**src/ttcb_pkg.sv**
```systemverilog
// shared types and constants for the text terminal character buffer
// used by every module of the block; depends on nothing

package ttcb_pkg;

  localparam int MAX_COLS = 128;
  localparam int MAX_ROWS = 64;
  localparam int CELLS    = MAX_ROWS * MAX_COLS;
  localparam int ADDR_W   = $clog2(CELLS);

  localparam int KIND_W   = 3;
  localparam int CHAR_W   = 8;
  localparam int COL_W    = 7;
  localparam int ROW_W    = 6;
  localparam int WIDTH_W  = 8;
  localparam int HEIGHT_W = 7;
  localparam int CFG_IDX_W = 1;

  // remainder unit works on column sized dividends
  localparam int MOD_W    = COL_W;
  localparam int PROD_W   = ROW_W + WIDTH_W;
  localparam int ADDR_X_W = PROD_W + 1;

  localparam logic [CHAR_W-1:0] CH_NEWLINE = 8'h0A;
  localparam logic [CHAR_W-1:0] CH_RETURN  = 8'h0D;

  localparam logic [WIDTH_W-1:0]  WIDTH_RST  = 8'd80;
  localparam logic [HEIGHT_W-1:0] HEIGHT_RST = 7'd30;

  typedef enum logic [KIND_W-1:0] {
    K_TEXT   = 3'd0,
    K_RAW    = 3'd1,
    K_SETCUR = 3'd2,
    K_CLEAR  = 3'd3,
    K_READ   = 3'd4
  } kind_t;

  typedef enum logic [CFG_IDX_W-1:0] {
    CFG_WIDTH  = 1'b0,
    CFG_HEIGHT = 1'b1
  } cfg_idx_t;

  typedef enum logic [3:0] {
    S_IDLE,
    S_DECODE,
    S_MOD_COL,
    S_MOD_ROW,
    S_ADDR,
    S_ACCESS,
    S_RDATA,
    S_SCROLL_BASE,
    S_SCROLL,
    S_CLEAR,
    S_FIN
  } state_t;

  typedef struct packed {
    logic               we;
    logic               re;
    logic [ADDR_W-1:0]  addr;
    logic [CHAR_W-1:0]  wdata;
  } ram_req_t;

  typedef struct packed {
    logic               start;
    logic [MOD_W-1:0]   dividend;
    logic [WIDTH_W-1:0] divisor;
  } mod_req_t;

  typedef struct packed {
    logic             done;
    logic [MOD_W-1:0] rem;
  } mod_rsp_t;

endpackage

```
**src/ttcb_mod_unit.sv**
```systemverilog
// iterative remainder unit, one dividend bit per cycle (restoring)
// depends on ttcb_pkg for the request and response structs

module ttcb_mod_unit (
  input  logic               clk,
  input  logic               rst_n,
  input  ttcb_pkg::mod_req_t req,
  output ttcb_pkg::mod_rsp_t rsp
);

  localparam int CNT_W = $clog2(ttcb_pkg::MOD_W);

  logic                          busy_r, busy_nxt;
  logic                          done_r, done_nxt;
  logic [CNT_W-1:0]              cnt_r, cnt_nxt;
  logic [ttcb_pkg::MOD_W-1:0]    dvd_r, dvd_nxt;
  logic [ttcb_pkg::WIDTH_W-1:0]  dvs_r, dvs_nxt;
  logic [ttcb_pkg::MOD_W-1:0]    rem_r, rem_nxt;
  logic [ttcb_pkg::MOD_W:0]      trial;

  always_comb begin
    busy_nxt = busy_r;
    done_nxt = 1'b0;
    cnt_nxt  = cnt_r;
    dvd_nxt  = dvd_r;
    dvs_nxt  = dvs_r;
    rem_nxt  = rem_r;
    // partial remainder stays below the divisor, so one more bit fits
    trial    = {rem_r, dvd_r[ttcb_pkg::MOD_W-1]};
    if (req.start) begin
      busy_nxt = 1'b1;
      cnt_nxt  = CNT_W'(ttcb_pkg::MOD_W - 1);
      dvd_nxt  = req.dividend;
      dvs_nxt  = req.divisor;
      rem_nxt  = '0;
    end else if (busy_r) begin
      dvd_nxt = dvd_r << 1;
      if (trial >= (ttcb_pkg::MOD_W + 1)'(dvs_r)) begin
        rem_nxt = ttcb_pkg::MOD_W'(trial - (ttcb_pkg::MOD_W + 1)'(dvs_r));
      end else begin
        rem_nxt = ttcb_pkg::MOD_W'(trial);
      end
      if (cnt_r == '0) begin
        busy_nxt = 1'b0;
        done_nxt = 1'b1;
      end else begin
        cnt_nxt = cnt_r - 1'b1;
      end
    end
  end

  always_ff @(posedge clk) begin
    if (!rst_n) begin
      busy_r <= 1'b0;
      done_r <= 1'b0;
      cnt_r  <= '0;
    end else begin
      busy_r <= busy_nxt;
      done_r <= done_nxt;
      cnt_r  <= cnt_nxt;
    end
    dvd_r <= dvd_nxt;
    dvs_r <= dvs_nxt;
    rem_r <= rem_nxt;
  end

  assign rsp.done = done_r;
  assign rsp.rem  = rem_r;

endmodule

```
**config.mk**
```make
export PLATFORM = sky130hd
export DESIGN_NAME = ttcb_mod_unit
export DESIGN_NICKNAME = d
export VERILOG_FILES = /design/src/ttcb_pkg.sv /design/src/ttcb_mod_unit.sv
export SDC_FILE = /design/constraint.sdc
export NUM_CORES = 1
export LEC_CHECK = 0
export ABC_AREA = 1
export BUFFER_PORTS_ARGS = -buffer_cell sky130_fd_sc_hd__buf_2
export CAP_MARGIN = 20
export CORE_MARGIN = 2
export CORE_UTILIZATION = 30
export CTS_CLUSTER_SIZE = 28
export DETAILED_ROUTE_END_ITERATION = 6
export GPL_ROUTABILITY_DRIVEN = 0
export SKIP_CTS_REPAIR_TIMING = 1
export SLEW_MARGIN = 0
export SYNTH_ARGS = -nofsm -noshare
export SYNTH_HDL_FRONTEND = slang
export SYNTH_SLANG_ARGS = --single-unit
```
**constraint.sdc**
```tcl
create_clock -name clk -period 2 [get_ports clk]
set_input_delay 0.1 -clock clk [delete_from_list [all_inputs] [get_ports clk]]
set_output_delay 0.1 -clock clk [all_outputs]
set_load 0.01 [all_outputs]
```
==> flow_metrics.env, run 1 <==
export IMPL_synth_seq_area_share=0.469
export IMPL_finalNetCount=248
export IMPL_dp_slack_ps=144
export IMPL_firstDrtPassIters=4
export IMPL_cp_common_cell="nand2_1"
export IMPL_ys_top_cells_by_area="edfxtp_1, dfxtp_1, nand2_1, inv_1, ha_1"
export IMPL_antenna_found_initial=0
export IMPL_cp_endpoint="rem_r[5]"
export IMPL_worst_path_stages=14
export IMPL_rr_worst_depth=14
export IMPL_layout_setup_ws_ps=199
export IMPL_setup_worst_path_start="dvd_r[6]"
export IMPL_muxShareOfSynthArea=0
export IMPL_n_antenna_cell=0
export IMPL_hold_violations=0
export IMPL_period_share=0.900
export IMPL_ys_flop_type="edfxtp_1"
export IMPL_syn_area_um2=1470
export IMPL_yosysTopAreaCell="edfxtp_1"
export IMPL_swShare=0.268
export IMPL_port_buffer_count=25
export IMPL_yosys_area_share_adder=0.0816
export IMPL_synthXorXnorAreaFrac=0.0119
export IMPL_internal_power_mw=0.851
export IMPL_cap_viol_max_count=0
export IMPL_worst_slew_pin_slew_ps=501
export IMPL_grt_pass1_wl_mm=4.99
export IMPL_finalMaxSlewViolations=0
export IMPL_fmax_mhz=555
export IMPL_reg2reg_slack_ps=200
export IMPL_path_cells="inv_1, ha_1, inv_1, fa_2, nand2_1, nand2_2, nand2_2, nand2_2, nand2_4, nand3_1, nand2_1, clkinv_1, nand2_1, nand2_1"
export IMPL_power_density_nw_per_um2=641
export IMPL_cp_arrival_ps=1990
export IMPL_drtIter0Drc=33
export IMPL_clk_pin_slew_ps=90
export IMPL_fillers=494
export IMPL_drtAntennaViolNets=0
export IMPL_ys_seq_elements=27
export IMPL_syn_area_per_cell_um2=8.05
export IMPL_drive_gt1_frac=0.191
export IMPL_routed_via_density=4.22
export IMPL_drc=0
export IMPL_p_sw_mw=0.311
export IMPL_setup_viol=0
export IMPL_ir_worst_vdd_uv=307
export IMPL_dp_hpwl_mm=2.27
export IMPL_cts_root_buf="clkbuf_8"
export IMPL_synth_nets=210
export IMPL_slew_headroom=0.665
export IMPL_wirelength_mm=2.97
export IMPL_die_x_um=74.1
export IMPL_yosysTopAreaCellShare=0.306
export IMPL_status="complete, no violations"
export IMPL_clockPowerShare=0.274
export IMPL_timing_rr_end="rem_r[5]"
export IMPL_wl_per_cell_um=10.3
export IMPL_combPwrFrac=0.174
export IMPL_cts_path_max_buffers=2
export IMPL_numClockSinks=27
export IMPL_core_um2=4720
export IMPL_setup_tns_ps=0
export IMPL_critPathMaxFanout=8
export IMPL_multi_input_area_um2=644
export IMPL_regArea_um2=691
export IMPL_yosys_warnings=0
export IMPL_track_usage=0.119
export IMPL_htreeDepth=1
export IMPL_fin_crit_ps=1800
export IMPL_rsz0062_at_grt="no"
export IMPL_hp_class="input port to register"
export IMPL_vias=1211
export IMPL_r2r_start="dvd_r[6]"
export IMPL_crit_family="simple AND/OR/NAND/NOR gates"
export IMPL_async_flop_share=0
export IMPL_grt_ovfl_total=0
export IMPL_clk_latency_ps=280
export IMPL_slowest_delay_ps=370
export IMPL_synthTopCellsByCount="nand2_1, inv_1, nand3_1"
export IMPL_grt_pass1_vias=1141
export IMPL_syn_inst=183
export IMPL_path_buf_inv=3
export IMPL_yosysMostFrequentCell="nand2_1"
export IMPL_finalClockSkew_ps=2.47
export IMPL_cts_tree="yes"
export IMPL_start_util=0.312
export IMPL_critPathSlowestCell="edfxtp_1"
export IMPL_fp_dieArea_um2=5490
export IMPL_p_seq_frac=0.552
export IMPL_startpoint_type="register"
export IMPL_die_h_um=74.1
export IMPL_synth_edff_count=15
export IMPL_fp_row_count=25
export IMPL_synth_simple_area_share=0.292
export IMPL_design_portCount=26
export IMPL_crit_type="register to register"
export IMPL_synth_top_family_by_area="simple AND/OR/NAND/NOR gates"
export IMPL_synth_cell_types=26
export IMPL_cts_buffers=3
export IMPL_synth_compound_gate_area_share=0.0501
export IMPL_endpoint_kind="register"
export IMPL_required_ps=2190
export IMPL_grt_max_degree=16
export IMPL_area_growth_pct=23.1
export IMPL_p_leak_nw=0.928
[flip-flops by register name, summed over array words and instances (netlist names)]
signal and cells:
dvs_r 8, dvd_r 7, rem_r 7, cnt_r 3, busy_r 1, done_r 1
[cells by family after synthesis]
kind of cell | after synthesis
AND/OR/NAND/NOR | 97
XOR/XNOR | 2
AO/OA/AOI/OAI | 12
adder cells (fa/ha/maj) | 9
buffers and inverters | 36
flip-flops | 27
[how the worst min path moves through the flow]
stage,cells past startpoint,to,start
2_1_floorplan,0,dvs_r[0],req[0]
3_3_place_gp,1,dvs_r[6],req[6]
3_5_place_dp,1,dvs_r[4],req[4]
4_1_cts,1,dvs_r[4],req[4]
5_1_grt,3,dvd_r[0],req[8]
6_report,3,dvd_r[0],req[8]
[power by group through the flow]
stage / clock network (mW) / registers [mW] / logic [mW]
2_1_floorplan: 0 / 0.652 / 0.134
3_3_place_gp: 0 / 0.653 / 0.189
3_5_place_dp: 0 / 0.654 / 0.191
4_1_cts: 0.332 / 0.641 / 0.191
5_1_grt: 0.359 / 0.645 / 0.233
6_report: 0.319 / 0.641 / 0.202
[layout make-up]
class / instances / area share
clock buffers: 3 / 0.0228
clock inverters: 1 / 0.00276
inverters: 34 / 0.0704
multi-input cells: 120 / 0.355
flip-flops and latches: 27 / 0.381
well taps: 67 / 0.0462
repair buffers: 35 / 0.121
[layout by cell type (no fill, tap or decap), types with 2 or more instances in the layout]
cell type	instances
ha_1	8
dlygate4sd3_1	8
buf_2	25
buf_4	2
nand4_1	2
o21ai_1	4
clkinv_1	2
edfxtp_1	15
nor2_1	6
a21oi_1	5
nand3_1	19
nand2_1	59
dfxtp_1	12
clkbuf_8	3
nand2_2	5
inv_1	32
[tightest hold or removal path, cell delays in order]
cell and delay (ps):
buf_2 70, nand2_1 40, inv_1 40
[through the flow]
stage | hold WS, ps | power, mW | instances | instance area [um2] | util
2_1_floorplan | 199 | 0.786 | 183 | 1470 | -
3_3_place_gp | 278 | 0.842 | 275 | 1680 | 0.357
3_5_place_dp | 278 | 0.845 | 275 | 1680 | 0.357
4_1_cts | -18.7 | 1.16 | 279 | 1730 | 0.366
5_1_grt | 81.7 | 1.24 | 287 | 1810 | 0.384
6_report | 74.7 | 1.16 | 287 | 1810 | 0.384
[metal layers]
metal  up-vias  global-route usage  wire length (um)
li1        652                   -                 -
met1       533               0.156              1400
met2        21               0.189              1380
met3         5              0.0257               136
met4         0              0.0525                47
met5         -                   0                 0
Power figures use the tool's default switching activity.
==> run 2: changes to the inputs <==
- CORE_UTILIZATION: 30 -> 55
- PLACE_DENSITY: unset -> 0.79
==> run 2 against run 1 <==
  * Worst setup slack worse by 49 ps
  * Die area down 43%
  * Global-route usage up 6.6 points
  * Critical path depth unchanged
  * Core utilization up 31 points
  * Maximum frequency down 2.6%
  * Highest routed layer unchanged
  * Clock power down 27%
  * Register-to-register slack worse by 50 ps
  * Sequential share of layout area up 1.8 points
  * Critical endpoint unchanged
  * Sequential power about the same
  * Via count up 1.5%
==> flow_metrics.env, run 2 (synthesis gave the netlist of run 1 again) <==
export IMPL_status="complete, no violations"
export IMPL_grt_pass1_wl_mm=4.66
export IMPL_r2r_start="dvd_r[6]"
export IMPL_setup_viol=0
export IMPL_cts_buffers=3
export IMPL_drtIter0Drc=41
export IMPL_fmax_mhz=541
export IMPL_die_x_um=55.7
export IMPL_htreeDepth=1
export IMPL_firstDrtPassIters=4
export IMPL_dp_hpwl_mm=2.16
export IMPL_endpoint_kind="register"
export IMPL_period_share=0.925
export IMPL_finalClockSkew_ps=4.60
export IMPL_finalNetCount=246
export IMPL_rr_worst_depth=14
export IMPL_cp_arrival_ps=2090
export IMPL_reg2reg_slack_ps=150
export IMPL_required_ps=2240
export IMPL_grt_max_degree=21
export IMPL_vias=1229
export IMPL_numClockSinks=27
export IMPL_core_um2=2500
export IMPL_crit_type="register to register"
export IMPL_area_growth_pct=17.7
export IMPL_power_density_nw_per_um2=621
export IMPL_hold_violations=0
export IMPL_drtAntennaViolNets=0
export IMPL_cp_endpoint="rem_r[5]"
export IMPL_drc=0
export IMPL_clk_latency_ps=320
export IMPL_grt_ovfl_total=0
export IMPL_largest_register="dvs_r"
export IMPL_fin_crit_ps=1850
export IMPL_setup_tns_ps=0
export IMPL_hp_class="input port to register"
export IMPL_reg_top3="dvs_r x8, dvd_r x7, rem_r x7"
export IMPL_start_util=0.589
export IMPL_mostFrequentLayoutCell="nand2_1"
export IMPL_die_h_um=55.7
export IMPL_port_buffer_count=25
export IMPL_finalMaxSlewViolations=0
export IMPL_antenna_found_initial=0
export IMPL_ir_worst_vdd_uv=548
export IMPL_cts_path_max_buffers=2
export IMPL_grt_pass1_vias=1167
export IMPL_critPathMaxFanout=8
export IMPL_drive_gt1_frac=0.183
export IMPL_fp_dieArea_um2=3110
export IMPL_wl_per_cell_um=11.7
export IMPL_cap_viol_max_count=0
export IMPL_largest_register_ffs=8
export IMPL_worst_slew_pin_slew_ps=452
export IMPL_design_portCount=26
export IMPL_routed_via_density=4.96
export IMPL_startpoint_type="register"
export IMPL_cts_tree="yes"
export IMPL_rsz0062_at_grt="no"
export IMPL_n_antenna_cell=0
export IMPL_timing_rr_end="rem_r[5]"
export IMPL_clk_pin_slew_ps=140
export IMPL_slew_headroom=0.697
export IMPL_p_leak_nw=0.911
export IMPL_setup_worst_path_start="dvd_r[6]"
export IMPL_cts_root_buf="clkbuf_4"
export IMPL_track_usage=0.185
export IMPL_wirelength_mm=2.90
export IMPL_hold_slack_ps=19.6
export IMPL_fp_row_count=18
export IMPL_layout_common_cells="nand2_1, inv_1, buf_2, nand3_1, edfxtp_1"
-- run 2: changes by cell type in the layout (fill, tap and decap cells not counted) --
cell and delta:
buf_4 -2, clkbuf_8 -3, clkbuf_4 +3
-- run 2: power by group --
| part | total [mW] | switching (mW) | internal, mW |
|---|---|---|---|
| clock | 0.232 | 0.157 | 0.0750 |
| combinational | 0.202 | 0.119 | 0.0834 |
| sequential | 0.642 | 0.0150 | 0.627 |
-- run 2: area by class of cell --
type | count | area (um2)
clock buffers | 3 | 22.5
clock inverters | 1 | 5.00
fillers | 218 | 767
inverters | 34 | 128
multi-input cells | 120 | 644
flip-flops and latches | 27 | 691
well taps | 30 | 37.5
repair buffers | 33 | 205
-- run 2: how the worst min path moves through the flow --
stage / slack [ps] / end / cells after the start / from
after CTS: -70 / dvs_r[0] / 1 / req[0]
after global routing: 30 / dvd_r[0] / 3 / req[8]
after global placement: 280 / dvs_r[7] / 1 / req[7]
after detailed placement: 280 / dvs_r[0] / 1 / req[0]
final: 20 / dvd_r[0] / 3 / req[8]
after floorplan: 200 / dvs_r[0] / 0 / req[0]
-- run 2: metal layers --
layer,vias to the layer above,routed length [um],share of wire,track usage
met4,0,44,0.015,0.0732
met2,16,1530,0.53,0.328
met5,-,0,0,0
met1,554,1260,0.44,0.229
li1,653,-,-,-
met3,6,65,0.022,0.0186
-- run 2: critical path, stage by stage (launching register included) --
cell      delay (ps)
edfxtp_1         390
inv_1             80
ha_1             150
inv_1             70
fa_2             360
nand2_1           80
nand2_2           70
nand2_2           80
nand2_2           60
nand2_4           90
nand3_1           90
nand2_1           80
clkinv_1          60
nand2_1           50
nand2_1           40
-- run 2: through the flow --
step | std cells | area [um2] | utilization | power [mW] | setup WS (ps)
after detailed placement | 236 | 1620 | 0.649 | 0.842 | 128
after floorplan | 183 | 1470 | - | 0.786 | 290
after CTS | 240 | 1650 | 0.660 | 1.07 | 108
after global placement | 236 | 1620 | 0.649 | 0.832 | 230
final | 248 | 1730 | 0.693 | 1.08 | 150
after global routing | 248 | 1730 | 0.693 | 1.13 | 7.77
==> run 3: changes to the inputs <==
- CORE_ASPECT_RATIO: unset -> 0.8
==> run 3 against run 2 <==
  * Worst setup slack improved by 11 ps
  * Via count hardly changed
  * Sequential cell count unchanged
  * Total power barely moved
  * Sequential power hardly changed
  * Global-route usage rose by 1.1 points
  * Final area increased by 0.36%
  * Worst hold slack gained 12 ps
  * Non-clock buffer count stayed put
  * Critical path depth is the same
  * Sequential share of layout area shrank 0.14 points
  * Clock skew increased by 8.4 ps
  * Critical path type unchanged
  * Highest routed layer is now met3
==> flow_metrics.env, run 3 (synthesis gave the netlist of run 1 again) <==
export IMPL_cp_common_cell="nand2_1"
export IMPL_p_sw_mw=0.289
export IMPL_setup_tns_ps=0
export IMPL_drtIter0Drc=72
export IMPL_grt_pass1_wl_mm=4.58
export IMPL_worst_slew_pin_slew_ps=435
export IMPL_p_leak_nw=0.908
export IMPL_clockPowerShare=0.218
export IMPL_hp_class="input port to register"
export IMPL_numClockSinks=27
export IMPL_cts_root_buf="clkbuf_4"
export IMPL_fin_util=0.695
export IMPL_fp_row_count=16
export IMPL_slew_headroom=0.709
export IMPL_critPathSlowestCell="edfxtp_1"
export IMPL_start_util=0.588
export IMPL_slowest_delay_ps=390
export IMPL_path_cells="inv_1, ha_1, inv_1, fa_2, nand2_1, nand2_2, nand2_2, nand2_2, nand2_4, nand3_1, nand2_1, clkinv_1, nand2_1, nand2_1"
export IMPL_combPwrFrac=0.186
export IMPL_cap_viol_max_count=0
export IMPL_period_share=0.920
export IMPL_finalClockSkew_ps=13.0
export IMPL_n_antenna_cell=0
export IMPL_p_seq_frac=0.597
export IMPL_largest_register_ffs=8
export IMPL_drive_gt1_frac=0.179
export IMPL_wirelength_mm=2.78
export IMPL_largest_register="dvs_r"
export IMPL_status="complete, no violations"
export IMPL_cts_tree="yes"
export IMPL_grt_pass1_vias=1117
export IMPL_fin_crit_ps=1840
export IMPL_drtAntennaViolNets=0
export IMPL_endpoint_kind="register"
export IMPL_cts_buffers=3
export IMPL_mostFrequentLayoutCell="nand2_1"
export IMPL_crit_family="simple AND/OR/NAND/NOR gates"
export IMPL_firstDrtPassIters=4
export IMPL_internal_power_mw=0.786
export IMPL_ir_worst_vdd_uv=410
export IMPL_hold_violations=0
export IMPL_design_portCount=26
export IMPL_layout_common_cells="nand2_1, inv_1, buf_2, nand3_1, edfxtp_1"
export IMPL_cts_path_max_buffers=2
export IMPL_power_density_nw_per_um2=618
export IMPL_area_growth_pct=18.1
export IMPL_required_ps=2230
export IMPL_path_buf_inv=3
export IMPL_critPathMaxFanout=8
export IMPL_rsz0062_at_grt="no"
export IMPL_die_h_um=50.3
export IMPL_track_usage=0.196
export IMPL_core_um2=2500
export IMPL_finalNetCount=246
export IMPL_port_buffer_count=25
export IMPL_finalMaxSlewViolations=0
export IMPL_grt_ovfl_total=0
export IMPL_wl_per_cell_um=11.0
export IMPL_htreeDepth=1
export IMPL_clk_latency_ps=320
export IMPL_drc=0
export IMPL_antenna_found_initial=0
export IMPL_crit_type="register to register"
export IMPL_clk_pin_slew_ps=150
export IMPL_die_x_um=61.9
export IMPL_vias=1228
export IMPL_routed_via_density=4.83
export IMPL_grt_max_degree=21
export IMPL_startpoint_type="register"
export IMPL_fp_dieArea_um2=3110
export IMPL_cp_arrival_ps=2070
export IMPL_fmax_mhz=544
export IMPL_swShare=0.269
export IMPL_dp_hpwl_mm=2.07
export IMPL_reg_top3="dvs_r x8, dvd_r x7, rem_r x7"
export IMPL_setup_viol=0
-- run 3: final timing paths --
kind / from / endpoint / slack (ps) / cells past startpoint
setup reg to reg: dvd_r[6] / rem_r[5] / 160 / 14
setup / recovery: dvd_r[6] / rem_r[5] / 160 / 14
hold reg to reg: cnt_r[2] / cnt_r[2] / 480 / 2
hold / removal: req[10] / dvd_r[2] / 30 / 3
-- run 3: power groups by stage --
stage | logic (mW) | clock network (mW) | registers [mW]
4_1_cts | 0.187 | 0.249 | 0.642
3_3_place_gp | 0.178 | 0 | 0.653
2_1_floorplan | 0.134 | 0 | 0.652
6_report | 0.200 | 0.234 | 0.641
3_5_place_dp | 0.185 | 0 | 0.654
5_1_grt | 0.226 | 0.263 | 0.646
-- run 3: routing by layer --
| layer | vias to the layer above | wire length, um | global-route usage |
|---|---|---|---|
| met5 | - | 0 | 0 |
| li1 | 652 | - | - |
| met1 | 553 | 1380 | 0.267 |
| met4 | 0 | 0 | 0.0390 |
| met2 | 23 | 1300 | 0.311 |
| met3 | 0 | 102 | 0.0541 |
-- run 3: cell type report --
class                           instances  area (um2)
Sequential cell                        27         691
Inverter                               34         128
Timing Repair Buffer                   33         205
Clock buffer                            4        26.3
Tap cell                               36        45.0
Fill cell                             204         763
Multi-Input combinational cell        120         644
-- run 3: tightest hold or removal path: cells and delay by family --
kind / cells / cell delay [ps]
and+or+nand+nor: 2 / 90
buffers and inverters: 1 / 70
-- run 3: through the flow --
stage | total power [mW] | hold WS [ps] | cells | cell area (um2) | setup WS [ps]
after floorplan | 0.786 | 199 | 183 | 1470 | 290
after global placement | 0.831 | 276 | 242 | 1630 | 217
after detailed placement | 0.839 | 278 | 242 | 1630 | 126
after CTS | 1.08 | -74.7 | 246 | 1660 | 115
after global routing | 1.14 | 22.9 | 254 | 1740 | 21.4
final | 1.08 | 31.6 | 254 | 1740 | 161
